==> src/rtl/core/cope_pkg.sv <==
`timescale 1ns / 1ps
// ----------------------------------------------------------------------------
// cope_pkg
// shared constants and the cordic angle table for the orbit position unit
// ----------------------------------------------------------------------------
package cope_pkg;

  localparam int ATAN_ENTRIES = 24;

  localparam logic [2:0] REG_ORBIT_RADIUS  = 3'd0;
  localparam logic [2:0] REG_ORBIT_RATE    = 3'd1;
  localparam logic [2:0] REG_START_ANOMALY = 3'd2;
  localparam logic [2:0] REG_NODE_COSINE   = 3'd3;
  localparam logic [2:0] REG_NODE_SINE     = 3'd4;
  localparam logic [2:0] REG_TILT_COSINE   = 3'd5;
  localparam logic [2:0] REG_TILT_SINE     = 3'd6;
  localparam logic [2:0] REG_EARTH_RATE    = 3'd7;

  localparam logic signed [33:0] CORDIC_GAIN = 34'sd652032874;
  localparam logic signed [35:0] POS_MAX = 36'sd134217727;
  localparam logic signed [35:0] POS_MIN = -36'sd134217728;

  function automatic logic [31:0] atan_turn(input logic [4:0] idx);
    logic [31:0] v;
    case (idx)
      5'd0:  v = 32'd536870912;
      5'd1:  v = 32'd316933405;
      5'd2:  v = 32'd167458907;
      5'd3:  v = 32'd85004756;
      5'd4:  v = 32'd42667331;
      5'd5:  v = 32'd21354465;
      5'd6:  v = 32'd10679838;
      5'd7:  v = 32'd5340245;
      5'd8:  v = 32'd2670163;
      5'd9:  v = 32'd1335086;
      5'd10: v = 32'd667544;
      5'd11: v = 32'd333772;
      5'd12: v = 32'd166886;
      5'd13: v = 32'd83443;
      5'd14: v = 32'd41721;
      5'd15: v = 32'd20860;
      5'd16: v = 32'd10430;
      5'd17: v = 32'd5215;
      5'd18: v = 32'd2607;
      5'd19: v = 32'd1303;
      5'd20: v = 32'd651;
      5'd21: v = 32'd325;
      5'd22: v = 32'd162;
      5'd23: v = 32'd81;
      default: v = 32'd0;
    endcase
    return v;
  endfunction

endpackage

==> src/rtl/core/cope_phase.sv <==
`timescale 1ns / 1ps
// ----------------------------------------------------------------------------
// cope_phase
// two-stage phase computation: anomaly and earth angle from the time word
// ----------------------------------------------------------------------------
module cope_phase import cope_pkg::*; (
  input  logic        clk,
  input  logic        rst,
  input  logic        en,
  input  logic        in_vld,
  input  logic [39:0] sim_time,
  input  logic [31:0] orbit_rate,
  input  logic [31:0] earth_rate,
  input  logic [31:0] start_anomaly,
  output logic        out_vld,
  output logic [31:0] anomaly,
  output logic [31:0] earth_ang
);

  logic        vld1;
  logic [55:0] po_lo, pe_lo;
  logic [23:0] po_hi, pe_hi;
  logic [47:0] po_full, pe_full;
  logic [47:0] prod_oh, prod_eh;

  assign prod_oh = 48'(orbit_rate) * 48'(sim_time[39:24]);
  assign prod_eh = 48'(earth_rate) * 48'(sim_time[39:24]);

  always_ff @(posedge clk) begin
    if (en) begin
      po_lo <= 56'(orbit_rate) * 56'(sim_time[23:0]);
      pe_lo <= 56'(earth_rate) * 56'(sim_time[23:0]);
      po_hi <= prod_oh[23:0];
      pe_hi <= prod_eh[23:0];
    end
  end

  assign po_full = po_lo[47:0] + {po_hi, 24'd0};
  assign pe_full = pe_lo[47:0] + {pe_hi, 24'd0};

  always_ff @(posedge clk) begin
    if (en) begin
      anomaly   <= po_full[47:16] + start_anomaly;
      earth_ang <= pe_full[47:16];
    end
  end

  always_ff @(posedge clk) begin
    if (rst) begin
      vld1    <= 1'b0;
      out_vld <= 1'b0;
    end else if (en) begin
      vld1    <= in_vld;
      out_vld <= vld1;
    end
  end

endmodule

==> config.mk <==
export PLATFORM = sky130hd
export DESIGN_NAME = cope_phase
export DESIGN_NICKNAME = d
export VERILOG_FILES = /design/src/rtl/core/cope_pkg.sv /design/src/rtl/core/cope_phase.sv
export SDC_FILE = /design/constraint.sdc
export NUM_CORES = 2
export LEC_CHECK = 0
export ABC_AREA = 0
export BUFFER_PORTS_ARGS = -buffer_cell sky130_fd_sc_hd__buf_2
export CELL_PAD_IN_SITES_DETAIL_PLACEMENT = 1
export CELL_PAD_IN_SITES_GLOBAL_PLACEMENT = 1
export CORE_MARGIN = 3
export CORE_UTILIZATION = 30
export DETAILED_ROUTE_END_ITERATION = 7
export GPL_TIMING_DRIVEN = 0
export PLACE_DENSITY = 0.59
export SLEW_MARGIN = 0
export SYNTH_ARGS = -nofsm -noshare
export SYNTH_HDL_FRONTEND = slang
export SYNTH_SLANG_ARGS = --single-unit
==> constraint.sdc <==
create_clock -name clk -period 10.1 [get_ports clk]
set_clock_uncertainty 0.05 [all_clocks]
set_input_delay 0 -clock clk [delete_from_list [all_inputs] [get_ports clk]]
set_output_delay 0 -clock clk [all_outputs]
set_load 0.01 [all_outputs]
==> results.md <==
- Status: finished with violations
- Violated checks: max-capacitance violations, max-slew violations
- Hold WC Path Type: in -> reg
- Die area: 0.235 sq mm
- Critical path launch point type: input port
- RSZ-0062 raised after global routing: no
- CTS Root Buffer Type: clkbuf_16
- Sequential share of the synthesized area: 7.76%
- Global-route wire length before repair: 413,000 microns
- R2r setup slk: 4.79 ns
- Final cell count without fillers: 10,800
- Reg2reg start: po_lo[24]
- Final worst path period share: 97.8%
- Routed WL: 283,000 microns
- Post-Synthesis Cell Area: 0.0686 sq mm
- Largest family of logic cells by synthesized area: adder cells
- Hold Path Stages: 4
- I/O pins: 205
- Post-CTS Setup Bufs: 0
- DR iter-0 viols: 4,060
- Antenna violations before repair: 75
- Synth async-reset ratio: 0%
- Clock Tree Buf Depth: 2
- NumNets Final: 9,991
- Layout cells sized above 1: 2.94%
- Library cells used by synthesis: 72
- CTS Buf Count: 17
- CP arrival: 9.99 ns
- Pin count of the biggest net entering global routing: 91
- Mux share of post-synthesis cell area: 0.0438%
- Storage cell area: 0.00533 sq mm
- Worst Hold Margin: 0.0470 ns
- Xor/xnor cell area share of the yosys netlist: 3.05%
- Worst-path clk slew: 0.09 ns
- Reg2Reg Depth: 19
- Initial Utilization: 30.3%
- Cells after DPL: 10,700
- Slew Viols, Final: 11
- Clock Sinks: 178
- Total negative setup slack: 0 ns
- Min Tclk post-route: 9.88 ns
- Tightest Pin Transition: 1.53 ns
- Synth Area in Adders: 56.5%
- Antenna Violating Nets Remaining: 0
- Area grow syn2layout: 8.14%
- Drt first pass iters: 5
- Maximum clock rate: 101 MHz
- Sum of net half-perimeters after detailed placement: 237,000 microns
- CP required: 10.21 ns
- Compound-gate portion of the synthesized area: 3.89%
- CTS H-tree lvls: 4
- Hold Crit Start: start_anomaly[22]
- Gp weighted congestion: 0.944
- Routed vias/inst: 4.96
- Max-cap violations: 1
- Yosys reg bits: 178
- Worst Path Max Fanout: 11
- Slew HR: -1.78%
- Total track usage: 24.5%
- DRC viols: 0
- Chip height: 484 microns
- CTS tree: done
- GRT overflow: 0
- Simple-Gate Fraction of Synth Area: 16.6%
- Port Buf Inserts: 157
- Vias in the first global route: 59,800
- Total core area: 0.226 sq mm
- Avg Cell Area, Syn: 9.11 sq um
- Fill count: 26,400
- WS Path Type: in -> reg
- Die width: 484 microns
- Synthesized Nets: 9,782
- Reg2reg end: anomaly[31]
- Setup Viol. Count Final: 0
- Area occupied by multi-input gates: 0.0549 sq mm
- Worst skew pair latency: 0.53 ns
- Routed vias: 53,500
- Avg WL per Cell: 26.3 microns
- Synth Warn #: 0
- Hold Path Sink: anomaly[23]
- Top_reg_cell synth: edfxtp_1
- Post-synth EDFFs: 176
- Post-Synthesis Cells: 7,532
- Core Rows: 174
- Crit path capture type: flop
- Final hold violations: 0
-- state kept, by name (all words and copies together), names as in the netlist --
register / cells
anomaly: 32
earth_ang: 32
pe_lo: 32
po_lo: 32
pe_hi: 24
po_hi: 24
out_vld: 1
vld1: 1
-- stage by stage --
| step | area, sq um | util, % | setup slack, ns |
|---|---|---|---|
| after global routing | 74100 | 32.8 | 0.110 |
| after floorplan | 68600 | - | 3.13 |
| final | 74200 | 32.8 | 0.220 |
| after CTS | 74100 | 32.8 | 0.369 |
| after global placement | 73200 | 32.3 | -0.621 |
| after detailed placement | 73200 | 32.4 | -0.188 |
-- worst max path at each step --
stage / startpoint / to / slack (ns) / cells after the start
6_report: orbit_rate[10] / po_lo[46] / 0.22 / 25
5_1_grt: orbit_rate[10] / po_lo[46] / 0.11 / 25
3_3_place_gp: sim_time[8] / po_lo[46] / -0.62 / 22
4_1_cts: sim_time[8] / po_lo[46] / 0.37 / 20
2_1_floorplan: sim_time[3] / pe_lo[47] / 3.13 / 27
3_5_place_dp: sim_time[8] / po_lo[46] / -0.19 / 20
-- cell usage after synthesis (9+ instances only) --
library cell     n  area share (%)
nor2b_1         22            0.20
o21ai_1         18            0.13
and2_1         806             7.3
and3_1          16            0.15
xor2_1          59            0.75
xnor2_1        180             2.3
o21ai_0         44            0.32
o211ai_1         9           0.098
o21a_1          25            0.27
nand4_1         10           0.091
nand2_1       1275             7.0
o21bai_1        18            0.20
a31oi_1         15            0.14
a21oi_1        123            0.90
inv_1         1817             9.9
nand3_1         36            0.26
a211oi_1         9           0.098
a21o_1          49            0.54
or2_2           13            0.12
nand2b_1        19            0.17
or3_1           14            0.13
clkbuf_1       400             2.2
fa_1          1649              48
buf_1           10           0.055
edfxtp_1       176             7.7
nor2_1         103            0.56
ha_1           461             8.4
nor3_1          36            0.26
-- placed cells by master, fill, tap and decap left out, drive strengths merged, types with 8 or more instances in the layout --
master / count
a31oi: 16
buf: 169
a221oi: 8
a21oi: 123
nand2b: 19
diode: 40
o211ai: 11
nand4: 10
ha: 461
o21ai: 63
inv: 1825
nand3: 36
clkbuf: 417
a211o: 8
a2111oi: 11
or3: 14
a211oi: 9
xor2: 59
nor2: 103
or2: 15
edfxtp: 176
nor2b: 22
fa: 1649
nor3: 36
dlygate4sd3: 31
o21a: 25
a21o: 49
and3: 16
xnor2: 180
o21bai: 18
a21boi: 11
nand2: 1275
and2: 806
-- what timing repair did --
item | 4_1_cts | 5_1_grt
hold endpoints to repair | 116 | 0
hold buffers | 31 | 0
gates resized for setup | 0 | 0
-- routing by layer --
layer | part of all wire, % | wire [microns] | up-vias | GRT usage (%)
met5 | 0.014 | 41 | - | 0
met1 | 42 | 119000 | 28900 | 32.9
met3 | 7.3 | 20800 | 361 | 3.85
met2 | 47 | 133000 | 1861 | 40.1
li1 | - | - | 22300 | -
met4 | 3.5 | 9850 | 8 | 8.24
-- kinds of logic (layout without fill, tap and decap cells) --
family	after synthesis	in the layout
simple gates	2376	2376
buf+inv	2227	2449
fa+ha+maj	2110	2110
compound gates	399	399
xor+xnor	239	239
flops	178	178
mux	3	3
other cells	0	40
-- worst max-delay path: stages --
cell and delay [ns]:
buf_2 0.10, clkbuf_1 0.90, clkbuf_1 0.91, nand2_1 0.18, fa_1 0.54, inv_1 0.05
fa_1 0.48, inv_1 0.06, fa_1 0.53, inv_1 0.05, fa_1 0.44, fa_1 0.48
fa_1 0.57, fa_1 0.43, ha_1 0.43, and4_1 0.26, o2111ai_1 0.13, a21oi_1 0.64
a2111oi_1 0.15, buf_2 0.24, or4_1 0.61, a31oi_1 0.53, a211o_1 0.24, a21oi_1 0.08
xnor2_1 0.93
-- area by class of cell --
class,instances,area share (%)
Multi-Input combinational cell,5127,74.0
Inverter,1817,9.19
Sequential cell,178,7.18
Tap cell,2992,5.04
Buffer,410,2.09
Timing Repair Buffer,190,1.53
Clock buffer,17,0.573
Clock inverter,15,0.226
Antenna cell,40,0.135
Power is not shown: default switching activity piles up to over one toggle a cycle in this logic, so the estimate is an artifact.
