`src/rtl/core/cope_pkg.sv`:
```
`timescale 1ns / 1ps
// ----------------------------------------------------------------------------
// cope_pkg
// shared constants and the cordic angle table for the orbit position unit
// ----------------------------------------------------------------------------
package cope_pkg;

  localparam int ATAN_ENTRIES = 24;

  localparam logic [2:0] REG_ORBIT_RADIUS  = 3'd0;
  localparam logic [2:0] REG_ORBIT_RATE    = 3'd1;
  localparam logic [2:0] REG_START_ANOMALY = 3'd2;
  localparam logic [2:0] REG_NODE_COSINE   = 3'd3;
  localparam logic [2:0] REG_NODE_SINE     = 3'd4;
  localparam logic [2:0] REG_TILT_COSINE   = 3'd5;
  localparam logic [2:0] REG_TILT_SINE     = 3'd6;
  localparam logic [2:0] REG_EARTH_RATE    = 3'd7;

  localparam logic signed [33:0] CORDIC_GAIN = 34'sd652032874;
  localparam logic signed [35:0] POS_MAX = 36'sd134217727;
  localparam logic signed [35:0] POS_MIN = -36'sd134217728;

  function automatic logic [31:0] atan_turn(input logic [4:0] idx);
    logic [31:0] v;
    case (idx)
      5'd0:  v = 32'd536870912;
      5'd1:  v = 32'd316933405;
      5'd2:  v = 32'd167458907;
      5'd3:  v = 32'd85004756;
      5'd4:  v = 32'd42667331;
      5'd5:  v = 32'd21354465;
      5'd6:  v = 32'd10679838;
      5'd7:  v = 32'd5340245;
      5'd8:  v = 32'd2670163;
      5'd9:  v = 32'd1335086;
      5'd10: v = 32'd667544;
      5'd11: v = 32'd333772;
      5'd12: v = 32'd166886;
      5'd13: v = 32'd83443;
      5'd14: v = 32'd41721;
      5'd15: v = 32'd20860;
      5'd16: v = 32'd10430;
      5'd17: v = 32'd5215;
      5'd18: v = 32'd2607;
      5'd19: v = 32'd1303;
      5'd20: v = 32'd651;
      5'd21: v = 32'd325;
      5'd22: v = 32'd162;
      5'd23: v = 32'd81;
      default: v = 32'd0;
    endcase
    return v;
  endfunction

endpackage

```
`src/rtl/core/cope_cordic.sv`:
```
`timescale 1ns / 1ps
// ----------------------------------------------------------------------------
// cope_cordic
// pipelined rotation-mode cordic, one stage per register, binary angle input
// ----------------------------------------------------------------------------
module cope_cordic import cope_pkg::*; #(
  parameter int STAGES = 16
) (
  input  logic               clk,
  input  logic               rst,
  input  logic               en,
  input  logic               in_vld,
  input  logic [31:0]        angle,
  output logic               out_vld,
  output logic signed [31:0] cos_o,
  output logic signed [31:0] sin_o
);

  logic signed [33:0] xs [0:STAGES];
  logic signed [33:0] ys [0:STAGES];
  logic signed [33:0] zs [0:STAGES];
  logic               flp [0:STAGES];
  logic               vld [0:STAGES];
  logic [31:0]        quad;
  logic [31:0]        am;
  logic signed [33:0] nx, ny;

  assign quad = angle + 32'h4000_0000;
  assign am   = quad[31] ? (angle ^ 32'h8000_0000) : angle;

  always_ff @(posedge clk) begin
    if (en) begin
      xs[0]  <= CORDIC_GAIN;
      ys[0]  <= '0;
      zs[0]  <= {{2{am[31]}}, am};
      flp[0] <= quad[31];
    end
  end

  always_ff @(posedge clk) begin
    if (rst) begin
      vld[0] <= 1'b0;
    end else if (en) begin
      vld[0] <= in_vld;
    end
  end

  for (genvar i = 0; i < STAGES; i++) begin : g_stage
    logic signed [33:0] dx, dy, da;
    assign dx = ys[i] >>> i;
    assign dy = xs[i] >>> i;
    assign da = signed'({2'b00, atan_turn(5'(i))});

    always_ff @(posedge clk) begin
      if (en) begin
        if (!zs[i][33]) begin
          xs[i+1] <= xs[i] - dx;
          ys[i+1] <= ys[i] + dy;
          zs[i+1] <= zs[i] - da;
        end else begin
          xs[i+1] <= xs[i] + dx;
          ys[i+1] <= ys[i] - dy;
          zs[i+1] <= zs[i] + da;
        end
        flp[i+1] <= flp[i];
      end
    end

    always_ff @(posedge clk) begin
      if (rst) begin
        vld[i+1] <= 1'b0;
      end else if (en) begin
        vld[i+1] <= vld[i];
      end
    end
  end

  assign nx = -xs[STAGES];
  assign ny = -ys[STAGES];

  always_ff @(posedge clk) begin
    if (en) begin
      cos_o <= flp[STAGES] ? nx[31:0] : xs[STAGES][31:0];
      sin_o <= flp[STAGES] ? ny[31:0] : ys[STAGES][31:0];
    end
  end

  always_ff @(posedge clk) begin
    if (rst) begin
      out_vld <= 1'b0;
    end else if (en) begin
      out_vld <= vld[STAGES];
    end
  end

endmodule

```
`config.mk`:
```
export PLATFORM = sky130hd
export DESIGN_NAME = cope_cordic
export DESIGN_NICKNAME = d
export VERILOG_FILES = /design/src/rtl/core/cope_pkg.sv /design/src/rtl/core/cope_cordic.sv
export SDC_FILE = /design/constraint.sdc
export NUM_CORES = 2
export LEC_CHECK = 0
export BUFFER_PORTS_ARGS = -buffer_cell sky130_fd_sc_hd__buf_2
export CAP_MARGIN = 20
export CORE_MARGIN = 3
export CORE_UTILIZATION = 70
export CTS_BUF_LIST = sky130_fd_sc_hd__clkbuf_2
export DETAILED_ROUTE_END_ITERATION = 7
export HOLD_SLACK_MARGIN = 0.08
export PLACE_DENSITY = 0.87
export SLEW_MARGIN = 5
export SYNTH_ARGS = -nofsm -noshare
export SYNTH_HDL_FRONTEND = slang
export SYNTH_SLANG_ARGS = --single-unit
```
`constraint.sdc`:
```
create_clock -name clk -period 17.3 [get_ports clk]
set_clock_uncertainty 0.1 [all_clocks]
set_input_delay 3.46 -clock clk [delete_from_list [all_inputs] [get_ports clk]]
set_output_delay 3.46 -clock clk [all_outputs]
set_load 0.02 [all_outputs]
```
==> flow_metrics.env <==
export IMPL_fin_crit_sh_pct=48.2
export IMPL_drive_gt1_share_pct=6.89
export IMPL_yosys_cell_types_count=91
export IMPL_place_area_mm2=0.131
export IMPL_synthArstFlopShare_pct=0
export IMPL_end_kind="register"
export IMPL_num_vias=104000
export IMPL_crit_chain="buf_12, buf_4, buf_4, buf_4, nand2_2, buf_4, mux2i_1, inv_1, fa_1, nor2b_1, o21ai_0, a21boi_0, o21a_1, o211ai_1, a211oi_1, o21ai_0, o21ai_0, a21oi_1, o211ai_1, o41a_1, o211ai_1"
export IMPL_crit_top_cell="buf_4"
export IMPL_routedWlPerCell_um=20.6
export IMPL_rsz0062_at_grt="false"
export IMPL_die_h_um=433
export IMPL_finalCriticalPeriod_ns=8.34
export IMPL_io_pins=101
export IMPL_hold_violations=0
export IMPL_fin_area_mm2=0.134
export IMPL_start_util_pct=70.9
export IMPL_grt_pass1_wl_um=522000
export IMPL_critical_path_buf_inv_count=6
export IMPL_clk_path_buf_depth=4
export IMPL_grtUsageTotal_pct=34.4
export IMPL_tns_ns=0
export IMPL_ys_ff_latch=1599
export IMPL_ys_dominant_reg_cell="edfxtp_1"
export IMPL_yosys_area_top_type="edfxtp_1"
export IMPL_cp_max_fo=71
export IMPL_dp_hpwl_um=255000
export IMPL_crit_type="input port to register"
export IMPL_clkLatencyLatePin_ns=1.96
export IMPL_drt_first_pass_iters=8
export IMPL_drc=2
export IMPL_drt_total_wl_um=330000
export IMPL_cts_root_buffer="clkbuf_2"
export IMPL_area_growth_pct=5.39
export IMPL_grt_overflow_total=0
export IMPL_syn_inst=12900
export IMPL_die_area_mm2=0.187
export IMPL_cts_tree="built"
export IMPL_cap_violations=0
export IMPL_violations="design-rule violations"
export IMPL_tightestPinTransition_ns=1.32
export IMPL_ctsResizeCount=0
export IMPL_design_core_area_mm2=0.180
export IMPL_critPathMaxStageDelay_ns=0.73
export IMPL_row_count=155
export IMPL_holdWs_ns=0.275
export IMPL_slew_headroom_pct=11.8
export IMPL_syn_cell_area_mm2=0.127
export IMPL_finalMaxSlewViolations=0
export IMPL_fmax_mhz=120
export IMPL_yosys_warnings=0
export IMPL_hold_buffers=0
export IMPL_avgSynthCellArea_um2=9.85
export IMPL_status="complete, but fails checks"
export IMPL_cp_arrival_ns=9.89
export IMPL_antenna_left=0
export IMPL_gp_congestion=0.972
export IMPL_viasPerCell=6.48
export IMPL_hp_class="register to register"
export IMPL_synth_nets=14400
export IMPL_grt_max_degree=173
export IMPL_cts_max_level=5
export IMPL_cp_top_family="compound AO/OA/AOI/OAI gates"
export IMPL_synth_area_leaders="edfxtp_1 38%, ha_1 14%, xnor2_1 8.8%"
export IMPL_cts_sinks=1599
export IMPL_clkTransAtPathRegs_ns=0.09
export IMPL_postCtsSetupRepairBufs=0
export IMPL_grt_pass1_vias=101000
export IMPL_fin_nets=14800
export IMPL_synth_edf_count=1598
export IMPL_portBuffers=100
export IMPL_setup_viol=0
export IMPL_crit_path_top_delay_cell="buf_4"
export IMPL_ys_seq_area_share_pct=37.7
export IMPL_start_kind="input port"
export IMPL_numCtsBuffers=417
export IMPL_fin_util_pct=74.7
export IMPL_drtIter0Drc=10200
export IMPL_fillers=12600
export IMPL_antenna_found_initial=4
export IMPL_synth_top_area_share_pct=37.7
export IMPL_required_ns=18.85
export IMPL_die_w_um=433
[kinds of logic (layout without fill, tap and decap cells)]
| kind of cell | Yosys count | count (layout) | synth area share [%] |
|---|---|---|---|
| adders and majority gates | 1438 | 1438 | 14.4 |
| AOI/OAI and AO/OA | 3974 | 3974 | 19.7 |
| buffers and inverters | 750 | 1436 | 2.21 |
| and+or+nand+nor | 3158 | 3158 | 12.0 |
| muxes | 107 | 107 | 0.884 |
| xor gates and xnor gates | 1912 | 1912 | 13.1 |
| DFF | 1599 | 1599 | 37.7 |
| other | 0 | 12 | 0 |
[cells in the final DEF, fill, tap and decap left out, types with 26 or more instances in the layout]
cell,count
nand2_1,733
o41ai_1,60
buf_4,61
a31oi_1,103
clkinv_2,36
o21bai_1,196
fa_1,44
nand3_1,193
mux2i_1,63
edfxtp_1,1598
nor4_1,74
a21boi_0,56
a21o_1,749
mux2_2,44
o21a_1,152
a2111oi_0,26
o21ai_0,702
and3_1,100
nand2b_1,227
or2_2,58
nor2_1,939
clkbuf_2,552
o31ai_1,152
a21oi_1,1345
nor3b_1,29
or3_1,78
and2_1,64
nand4_1,97
xor2_1,636
xnor2_1,1276
clkinv_1,117
buf_2,100
nor3_1,263
o211ai_1,48
ha_1,1394
or4_1,35
nor2b_1,180
inv_1,550
a211oi_1,85
[layout make-up]
type / instances / area (µm²) / share of cell area, %
repair buffers: 166 / 1050 / 0.781
flip-flops and latches: 1599 / 48000 / 35.7
multi-input cells: 10600 / 76600 / 57.1
well taps: 2355 / 2950 / 2.19
diodes: 12 / 30.0 / 0.0224
clock inverters: 160 / 781 / 0.581
clock buffers: 552 / 2760 / 2.06
inverters: 558 / 2090 / 1.56
[synthesized netlist by cell type, drive strengths merged, types with 56 or more instances]
| library cell | instances |
|---|---|
| edfxtp | 1598 |
| ha | 1394 |
| a21oi | 1345 |
| xnor2 | 1276 |
| nor2 | 939 |
| a21o | 749 |
| nand2 | 741 |
| o21ai | 705 |
| xor2 | 636 |
| inv | 552 |
| nor3 | 263 |
| nand2b | 227 |
| o21bai | 196 |
| nand3 | 193 |
| nor2b | 180 |
| clkbuf | 169 |
| o31ai | 154 |
| o21a | 152 |
| a31oi | 103 |
| and3 | 100 |
| nand4 | 97 |
| a211oi | 85 |
| or3 | 80 |
| nor4 | 74 |
| and2 | 64 |
| mux2i | 63 |
| o41ai | 61 |
| or2 | 59 |
| a21boi | 56 |
[registers in the layout, indices dropped and copies added (netlist names)]
signal   count
cos_o       32
flp         17
out_vld      1
sin_o       32
vld         17
xs         482
ys         509
zs         509
[stage by stage]
| stage | cells | setup slack, ns |
|---|---|---|
| finish | 16000 | 8.96 |
| global route | 16000 | 8.78 |
| CTS | 16000 | 9.34 |
| detailed placement | 15300 | 7.22 |
| global placement | 15300 | 7.32 |
| floorplan | 12900 | 8.88 |
[routing by layer]
metal | wire length [µm] | up-vias | global-route usage (%)
met4 | 16100 | 0 | 16.4
li1 | - | 49100 | -
met3 | 24000 | 1025 | 5.19
met1 | 132000 | 48900 | 42.9
met5 | 0 | - | 0
met2 | 158000 | 4578 | 58.6
[final timing paths]
check,startpoint,end,slack [ns],cells after the start
setup / recovery,en,ys[4][30],8.96,21
setup reg to reg,zs[8][33],xs[9][32],10.90,19
hold reg to reg,flp[4],flp[5],0.28,0
hold / removal,flp[4],flp[5],0.28,0
Power is not shown: default switching activity piles up to over one toggle a cycle in this logic, so the estimate is an artifact.
